### src/hw/rtl/pfgsp_pkg.sv
// Shared types and constants for the PCM frame gain stereo packer.
package pfgsp_pkg;

	// Sample and byte widths of the PCM stream.
	localparam int unsigned BYTE_W   = 8;
	localparam int unsigned SAMPLE_W = 16;
	localparam int unsigned GAIN_W   = 16;

	// Q15 gain: the top gain bit set means unity or above.
	localparam int unsigned GAIN_SHIFT = 15;
	localparam logic [GAIN_W-1:0] UNITY_GAIN = 16'h8000;

	// Configuration register map.
	localparam int unsigned CFG_INDEX_W = 2;
	localparam logic [CFG_INDEX_W-1:0] CFG_GAIN_Q15     = 2'd0;
	localparam logic [CFG_INDEX_W-1:0] CFG_MUTE_ENABLE  = 2'd1;
	localparam logic [CFG_INDEX_W-1:0] CFG_STEREO_INPUT = 2'd2;

	// Gain settings seen by the sample scaler.
	typedef struct packed {
		logic [GAIN_W-1:0] gain_q15;
		logic              mute_enable;
	} scale_cfg_t;

endpackage

### src/hw/rtl/pfgsp_scale.sv
// Q15 gain scaler for one 16-bit sample, with unity passthrough and mute.
module pfgsp_scale (
	input  pfgsp_pkg::scale_cfg_t           cfg,
	input  logic [pfgsp_pkg::SAMPLE_W-1:0]  raw,
	output logic signed [pfgsp_pkg::SAMPLE_W-1:0] scaled
);
	import pfgsp_pkg::*;

	logic signed [2*SAMPLE_W-1:0] prod;

	// Below unity the gain fits in 15 bits, so the product stays inside 31 bits.
	assign prod = $signed({{SAMPLE_W{raw[SAMPLE_W-1]}}, raw}) *
		$signed({{(SAMPLE_W+1){1'b0}}, cfg.gain_q15[GAIN_SHIFT-1:0]});

	// Mute wins, then unity passthrough, then the floor-shifted product.
	always_comb begin
		if (cfg.mute_enable) begin
			scaled = '0;
		end else if (cfg.gain_q15 >= UNITY_GAIN) begin
			scaled = $signed(raw);
		end else begin
			scaled = prod[GAIN_SHIFT+SAMPLE_W-1:GAIN_SHIFT];
		end
	end

endmodule

### src/hw/rtl/pcm_frame_gain_stereo_packer.sv
// Top level: gathers PCM bytes into frames and emits gain-scaled stereo samples.
//
//  Channel  Signals                                   Direction  Beat
//  in       in_valid, in_ready, data_byte             sink       one stream byte
//  out      out_valid, out_ready, left/right_sample   source     one stereo frame
//  cfg      cfg_valid, cfg_ready, cfg_index, cfg_data sink       one register write
//
// One byte is taken per cycle while in_ready is high. After its last byte a frame
// is held in the frame register, then the gain multiply loads the output register.
// Reset clears the frame count and pipeline valids; ready rises the cycle after release.
// A stalled output holds its beat while the frame register keeps taking bytes
// until it is also full.
module pcm_frame_gain_stereo_packer (
	input  logic                                    clk,
	input  logic                                    arst_n,
	input  logic                                    in_valid,
	output logic                                    in_ready,
	input  logic [pfgsp_pkg::BYTE_W-1:0]            data_byte,
	output logic                                    out_valid,
	input  logic                                    out_ready,
	output logic signed [pfgsp_pkg::SAMPLE_W-1:0]   left_sample,
	output logic signed [pfgsp_pkg::SAMPLE_W-1:0]   right_sample,
	input  logic                                    cfg_valid,
	output logic                                    cfg_ready,
	input  logic [pfgsp_pkg::CFG_INDEX_W-1:0]       cfg_index,
	input  logic [pfgsp_pkg::GAIN_W-1:0]            cfg_data
);
	import pfgsp_pkg::*;

	logic                      run_q;
	logic [GAIN_W-1:0]         gain_q;
	logic                      mute_q;
	logic                      stereo_q;
	logic [1:0]                count_q;
	logic [BYTE_W-1:0]         byte0_q;
	logic [BYTE_W-1:0]         byte1_q;
	logic [BYTE_W-1:0]         byte2_q;
	logic                      vld_s1;
	logic [SAMPLE_W-1:0]       left_raw_s1;
	logic [SAMPLE_W-1:0]       right_raw_s1;
	logic                      vld_s2;
	logic signed [SAMPLE_W-1:0] left_s2;
	logic signed [SAMPLE_W-1:0] right_s2;
	logic                      load_s2;
	logic                      in_acc;
	logic                      frame_done;
	scale_cfg_t                scale_cfg;
	logic signed [SAMPLE_W-1:0] left_scaled;
	logic signed [SAMPLE_W-1:0] right_scaled;

	// Ready comes up in the cycle after reset is released.
	always_ff @(posedge clk or negedge arst_n) begin
		if (!arst_n) begin
			run_q <= 1'b0;
		end else begin
			run_q <= 1'b1;
		end
	end

	assign cfg_ready = run_q;

	// Configuration registers; unknown indexes are ignored.
	always_ff @(posedge clk or negedge arst_n) begin
		if (!arst_n) begin
			gain_q   <= UNITY_GAIN;
			mute_q   <= 1'b0;
			stereo_q <= 1'b1;
		end else if (cfg_valid && cfg_ready) begin
			case (cfg_index)
				CFG_GAIN_Q15:     gain_q   <= cfg_data;
				CFG_MUTE_ENABLE:  mute_q   <= cfg_data[0];
				CFG_STEREO_INPUT: stereo_q <= cfg_data[0];
				default:          ;
			endcase
		end
	end

	// Handshake: the output register loads when empty or drained.
	assign load_s2  = !vld_s2 || out_ready;
	assign in_ready = run_q && (!vld_s1 || load_s2);
	assign in_acc   = in_valid && in_ready;

	// A stereo frame ends on its fourth byte, a mono frame on any byte after the first.
	assign frame_done = stereo_q ? (count_q == 2'd3) : (count_q != 2'd0);

	// Byte gathering count.
	always_ff @(posedge clk or negedge arst_n) begin
		if (!arst_n) begin
			count_q <= 2'd0;
		end else if (in_acc) begin
			count_q <= frame_done ? 2'd0 : count_q + 2'd1;
		end
	end

	// Partial frame bytes, written at the current count.
	always_ff @(posedge clk) begin
		if (in_acc && !frame_done) begin
			case (count_q)
				2'd0:    byte0_q <= data_byte;
				2'd1:    byte1_q <= data_byte;
				2'd2:    byte2_q <= data_byte;
				default: ;
			endcase
		end
	end

	// Frame register valid.
	always_ff @(posedge clk or negedge arst_n) begin
		if (!arst_n) begin
			vld_s1 <= 1'b0;
		end else if (in_acc) begin
			vld_s1 <= frame_done;
		end else if (load_s2) begin
			vld_s1 <= 1'b0;
		end
	end

	// Frame register: raw little-endian samples; mono copies left to right.
	always_ff @(posedge clk) begin
		if (in_acc && frame_done) begin
			if (stereo_q) begin
				left_raw_s1  <= {byte1_q, byte0_q};
				right_raw_s1 <= {data_byte, byte2_q};
			end else begin
				left_raw_s1  <= {data_byte, byte0_q};
				right_raw_s1 <= {data_byte, byte0_q};
			end
		end
	end

	// Gain scaling of both channels.
	assign scale_cfg.gain_q15    = gain_q;
	assign scale_cfg.mute_enable = mute_q;

	pfgsp_scale u_scale_left (
		.cfg    (scale_cfg),
		.raw    (left_raw_s1),
		.scaled (left_scaled)
	);

	pfgsp_scale u_scale_right (
		.cfg    (scale_cfg),
		.raw    (right_raw_s1),
		.scaled (right_scaled)
	);

	// Output register valid.
	always_ff @(posedge clk or negedge arst_n) begin
		if (!arst_n) begin
			vld_s2 <= 1'b0;
		end else if (load_s2) begin
			vld_s2 <= vld_s1;
		end
	end

	// Output register payload.
	always_ff @(posedge clk) begin
		if (load_s2 && vld_s1) begin
			left_s2  <= left_scaled;
			right_s2 <= right_scaled;
		end
	end

	assign out_valid    = vld_s2;
	assign left_sample  = left_s2;
	assign right_sample = right_s2;

endmodule

### config.mk
export PLATFORM = sky130hd
export DESIGN_NAME = pcm_frame_gain_stereo_packer
export DESIGN_NICKNAME = d
export VERILOG_FILES = /design/src/hw/rtl/pfgsp_pkg.sv /design/src/hw/rtl/pfgsp_scale.sv /design/src/hw/rtl/pcm_frame_gain_stereo_packer.sv
export SDC_FILE = /design/constraint.sdc
export NUM_CORES = 1
export LEC_CHECK = 0
export BUFFER_PORTS_ARGS = -buffer_cell sky130_fd_sc_hd__buf_4
export CAP_MARGIN = 40
export CORE_UTILIZATION = 65
export DETAILED_ROUTE_END_ITERATION = 12
export PLACE_DENSITY = 0.83
export SLEW_MARGIN = 10
export SYNTH_ARGS = -nofsm -noshare
export SYNTH_HDL_FRONTEND = slang
export SYNTH_HIERARCHICAL = 1
export SYNTH_SLANG_ARGS = --single-unit
### constraint.sdc
create_clock -name clk -period 8.2 [get_ports clk]
set_clock_uncertainty 0.05 [all_clocks]
set_input_delay 0 -clock clk [delete_from_list [all_inputs] [get_ports clk]]
set_output_delay 0 -clock clk [all_outputs]
set_load 0.01 [all_outputs]
==> qor.txt, run 1 <==
status = finished clean
Max Freq = 0.140 GHz
clk_lat worst skew = 0.38 ns
Vias = 15,800
Slew Limit Fails = 0
area of the multi-input gates = 0.0164 mm^2
Critical Path RT = 8.39 ns
Post-Syn Nets = 2,878
Cell Area, Synth = 0.0221 mm^2
gr ovfl total = 0
setup total negative slack = 0 ns
Final Hold Viols = 0
worst-margin pin slew = 0.949 ns
Reg clk slew, reported paths = 0.09 ns
layout cell share with drive strength beyond 1 = 7.10%
TritonCTS clock tree = yes
Core ar. = 0.0334 mm^2
crit start category = register
Bufs on Longest Clock Path = 2
unrepaired setup endpoints after global routing = no
starting density of the core = 65.9%
HPWL Detailed = 40.6 mm
chip height = 186 um
top post-synthesis cells by count = inv_1, fa_1, nand2_1, and2_1, ha_1
Total Wirelength = 52.6 mm
per-cell routed wire length = 19.3 um
CP arrival = 7.34 ns
Final Cycle Share = 87.2%
initial antenna violation count = 0
top cell type's share of synthesized area = 43.6%
Mean Syn Cell Area = 9.98 um^2
min Tclk post-route = 7.15 ns
first-pass GRT wire length = 86.8 mm
largest cells by area after synthesis = fa_1, edfxtp_1, inv_1
Post-DRT Antenna Nets = 0
EDFF count, synth = 88
DRC = 0
Max Cap Viol = 0
endpoints failing setup = 0
post-DR vias/cell = 5.82
antenna cells = 0
Port Buffers = 65
Syn Inst Count = 2,211
critical path peak fanout = 19
GR Util All Layers = 33.1%
most used standard cell by instance count after synthesis = inv_1
Top Ports = 66
largest net degree at the start of global routing = 33
# H-tree levels = 3
CTS Buf Count = 9
fillcell total = 2,286
Ys Warns = 6
Min-Delay Path Class = in2reg
Die ar. = 0.0347 mm^2
total iterations of the first detailed-routing run = 5
critical path class = reg2reg
Die W = 186 um
Max transition margin = 36.5%
CTS sink count = 111
Detailed Route Iter0 Violations = 1,382
nets@finish = 2,931
Placer Congestion = 0.895
vias in the first global route = 17,400
post-synth top area cell = fa_1
fraction of registers with async set/reset = 20.7%
Area Overhead vs Synth = 7.49%
Root Buffer = clkbuf_16
Rows = 67
#FFs+latches synth = 111
ys flop type = edfxtp_1
Cell variety after synth = 72
crit end category = register
sequential fraction of the synthesis area = 14.6%
register area = 0.00322 mm^2
==> metrics by stage <==
step | hold WS (ns) | cell area [um^2] | std cells | util, % | worst slack (ns)
floorplan | -0.346 | 22100 | 2211 | - | 1.91
global placement | -0.129 | 22900 | 2664 | 68.6 | 1.18
detailed placement | -0.121 | 23100 | 2673 | 69.1 | 1.22
CTS | 0.000490 | 23700 | 2715 | 70.8 | 1.16
global route | 0.00262 | 23700 | 2717 | 70.9 | 0.759
finish | 0.0116 | 23700 | 2717 | 70.9 | 1.05
==> registers in the layout (all words and copies together), names as in the netlist <==
signal / flops
byte0_q: 8
byte1_q: 8
byte2_q: 8
cfg_ready: 1
count_q: 2
gain_q: 16
left_raw_s1: 16
left_sample: 16
mute_q: 1
out_valid: 1
right_raw_s1: 16
right_sample: 16
stereo_q: 1
vld_s1: 1
==> worst max-delay path: stages (launching register included) <==
cell,delay [ns]
dfrtp_1,0.78
buf_4,0.36
nand2_1,0.11
fa_1,0.56
fa_1,0.57
inv_1,0.06
fa_1,0.52
fa_1,0.47
fa_1,0.51
inv_1,0.05
fa_1,0.47
inv_1,0.04
ha_1,0.40
nand4_1,0.19
a211oi_1,0.27
nand4_1,0.37
a31o_2,0.38
o21ai_2,0.14
a21oi_1,0.12
or4b_1,0.49
nand3_1,0.09
==> cells by family (layout without fill, tap and decap cells) <==
| family | Yosys count | count (layout) | synth area share [%] |
|---|---|---|---|
| compound gates | 125 | 125 | 4.22 |
| flops | 111 | 111 | 14.6 |
| mux | 45 | 45 | 2.24 |
| xor+xnor | 37 | 37 | 1.47 |
| other cells | 1 | 1 | 0.0170 |
| fa+ha+maj | 636 | 636 | 52.4 |
| buf+inv | 640 | 698 | 10.9 |
| simple gates | 616 | 616 | 14.1 |
==> cell usage in the layout (no fill, tap or decap), types with 12 or more instances in the layout <==
cell           netlist  routed
buf_4                0      81
nor2_1              34      33
inv_1              564     564
fa_1               480     480
dlygate4sd3_1        0      28
mux2_2              34      34
a21oi_1             27      27
dfrtp_1             21      21
o21ai_0             14      14
edfxtp_1            88      88
nand3_1             12      12
nand2_1            273     273
xnor2_1             28      28
and2_1             236     235
ha_1               156     156
==> area by class of cell <==
cell class,instances,area share (%)
Inverter,564,8.93
Multi-Input combinational cell,1460,69.3
Clock inverter,6,0.317
Clock buffer,10,1.06
Tap cell,448,2.36
Timing Repair Buffer,118,4.46
Sequential cell,111,13.6
==> timing repair <==
action                                 in CTS  in global routing
hold buffers                               26                  2
endpoints found under the hold margin      83                  1
buffers inserted                            0                  0
gates resized for setup                     0                  0
==> layer usage <==
metal	global-route usage (%)	routed length (um)	up-vias	share of wire, %
met4	15.2	2380	0	4.5
met2	57.1	26900	831	51
met5	0	0	-	0
li1	-	-	6720	-
met3	4.77	3930	190	7.5
met1	41.6	19400	8077	37
==> worst paths after layout <==
| kind | startpoint | to | slack, ns | cells after the start |
|---|---|---|---|---|
| setup / recovery | gain_q[1] | right_sample[12] | 1.05 | 20 |
| hold / removal | cfg_index[1] | stereo_q | 0.01 | 3 |
| setup reg to reg | gain_q[1] | right_sample[12] | 1.05 | 20 |
| hold reg to reg | byte0_q[1] | left_raw_s1[1] | 0.40 | 0 |
| max in group asynchronous | arst_n | gain_q[15] | 7.78 | 2 |
| min in group asynchronous | arst_n | cfg_ready | 0.02 | 2 |
Power of run 1 is not shown: default switching activity piles up to over one toggle a cycle in this logic, so the estimate is an artifact.
==> inputs of run 2 (changes only) <==
--- a/config.mk
+++ b/config.mk
@@ -7,10 +7,10 @@
 export LEC_CHECK = 0
 export BUFFER_PORTS_ARGS = -buffer_cell sky130_fd_sc_hd__buf_4
 export CAP_MARGIN = 40
+export CORE_ASPECT_RATIO = 0.5
 export CORE_UTILIZATION = 65
 export DETAILED_ROUTE_END_ITERATION = 12
 export PLACE_DENSITY = 0.83
-export SLEW_MARGIN = 10
 export SYNTH_ARGS = -nofsm -noshare
 export SYNTH_HDL_FRONTEND = slang
 export SYNTH_HIERARCHICAL = 1
==> run 2 against run 1 <==
Net effect: critical path depth unchanged; flip-flop and latch count unchanged; first-iteration DRC count fell by 14%; hold slack gained 0.019 ns; core utilization increased by 0.18 points.
==> qor.txt, run 2 (synthesized netlist as in run 1, its figures left out) <==
critical path peak fanout = 20 (+1)
GR Util All Layers = 32.6% (-0.45 points)
Bufs on Longest Clock Path = 2 (unchanged)
nets@finish = 2,930 (-0.034%)
worst-margin pin slew = 0.890 ns (-0.0590 ns)
Crit path max-delay family = adder cells
CP dominant cell by count = fa_1
Layout Cells excl Fill = 2,709 (-0.29%)
largest net degree at the start of global routing = 33 (unchanged)
total iterations of the first detailed-routing run = 7 (+2)
crit end category = register
Port Buffers = 65 (unchanged)
crit start category = register
crit path cell chain = buf_4, nand2_1, fa_1, fa_1, fa_1, fa_1, inv_1, fa_1, inv_1, fa_1, inv_1, ha_1, o21ai_0, nor2_1, o31ai_1, nand3_1, a21oi_1, a21boi_1, or3_1, a32o_1
setup total negative slack = 0 ns (unchanged)
Vias = 15,700 (-0.56%)
Final Cycle Share = 85.4% (-1.8 points)
Max Freq = 0.143 GHz (+2.1%)
Cells after DPL = 2,665 (-0.30%)
Root Buffer = clkbuf_16
Area Overhead vs Synth = 7.04%
Critical Path RT = 8.27 ns (-0.12 ns)
post-layout util = 71.1% (+0.18 points)
Max transition margin = 40.5% (+3.9 points)
Die W = 263 um (+41%)
per-cell routed wire length = 19.8 um (+2.3%)
CTS Hold Buffers Added = 28 (+7.7%)
starting density of the core = 66.4% (+0.44 points)
Rows = 47 (-30%)
Setup Buffers After CTS = 0 (unchanged)
gr ovfl total = 0 (unchanged)
Slew Limit Fails = 0 (unchanged)
clk_lat worst skew = 0.36 ns (-0.02 ns)
Max Cap Viol = 0 (unchanged)
hold_ws = 0.0305 ns (+0.0189 ns)
# H-tree levels = 3 (unchanged)
layout cell share with drive strength beyond 1 = 7.01% (-0.085 points)
Post-DRT Antenna Nets = 0 (unchanged)
HPWL Detailed = 41.3 mm (+1.9%)
DRC = 0 (unchanged)
Largest stage delay, worst path = 0.91 ns (+0.13 ns)
Min-Delay Path Class = in2async
Reg clk slew, reported paths = 0.09 ns (about the same)
worst path buffer plus inverter count = 4 (unchanged)
TritonCTS clock tree = yes
status = finished clean
post-DR vias/cell = 5.81 (-0.27%)
Core ar. = 0.0332 mm^2 (-0.67%)
Top Ports = 66 (unchanged)
vias in the first global route = 17,300 (-0.20%)
most common cell after layout, fill and taps aside = inv_1
chip height = 132 um (-29%)
first-pass GRT wire length = 88.4 mm (+1.9%)
Total Wirelength = 53.6 mm (+2.0%)
antenna cells = 0 (unchanged)
Detailed Route Iter0 Violations = 1,191 (-14%)
endpoints failing setup = 0 (unchanged)
CP arrival = 7.08 ns (-0.26 ns)
Final Hold Viols = 0 (unchanged)
critical path class = reg2reg
CTS Buf Count = 9 (unchanged)
Placer Congestion = 0.938 (+4.8%)
cts repair resizes = 0 (unchanged)
Worst path slowest cell = dfrtp_1
min Tclk post-route = 7.01 ns (-0.145 ns)
most frequent cells in the layout = inv_1, fa_1, nand2_1
initial antenna violation count = 0 (unchanged)
CTS sink count = 111 (unchanged)
unrepaired setup endpoints after global routing = no
Die ar. = 0.0347 mm^2 (+0.13%)
==> run 2: cell types whose count changed in the layout (fill, tap and decap cells not counted), sizes merged <==
cell	change
buf	-1
clkinv	+2
clkinvlp	+1
inv	-2
clkbuf	-1
==> run 2: final timing paths <==
check	start	endpoint	slack [ns]	cells past startpoint
min	arst_n	out_valid	0.03	2
max in group asynchronous	arst_n	stereo_q	7.75	2
min in group clk	cfg_valid	mute_q	0.05	3
max	gain_q[3]	right_sample[14]	1.19	20
max reg2reg	gain_q[3]	right_sample[14]	1.19	20
min reg2reg	byte0_q[5]	left_raw_s1[5]	0.44	0
==> run 2: area by class of cell <==
| type | count | area (um^2) |
|---|---|---|
| clock inverters | 7 | 92.6 |
| multi-input cells | 1460 | 16400 |
| well taps | 441 | 552 |
| repair buffers | 117 | 976 |
| fillers | 2313 | 9620 |
| clock buffers | 9 | 225 |
| inverters | 564 | 2120 |
| flip-flops and latches | 111 | 3220 |
==> run 2: per-stage QoR <==
stage / cell area, um^2 / worst slack (ns)
global placement: 23000 / 1.49
finish: 23600 / 1.19
CTS: 23600 / 1.29
detailed placement: 23000 / 1.29
global route: 23600 / 0.937
floorplan: 22100 / 1.91
==> run 2: routing by layer <==
layer	track usage [%]	vias to the layer above	share of wire, %
met5	0	-	0
met1	42.1	8083	39
met4	13.7	0	3.8
met2	57.2	762	51
met3	3.21	165	6.1
li1	-	6719	-
Power of run 2 is left out for the same reason.
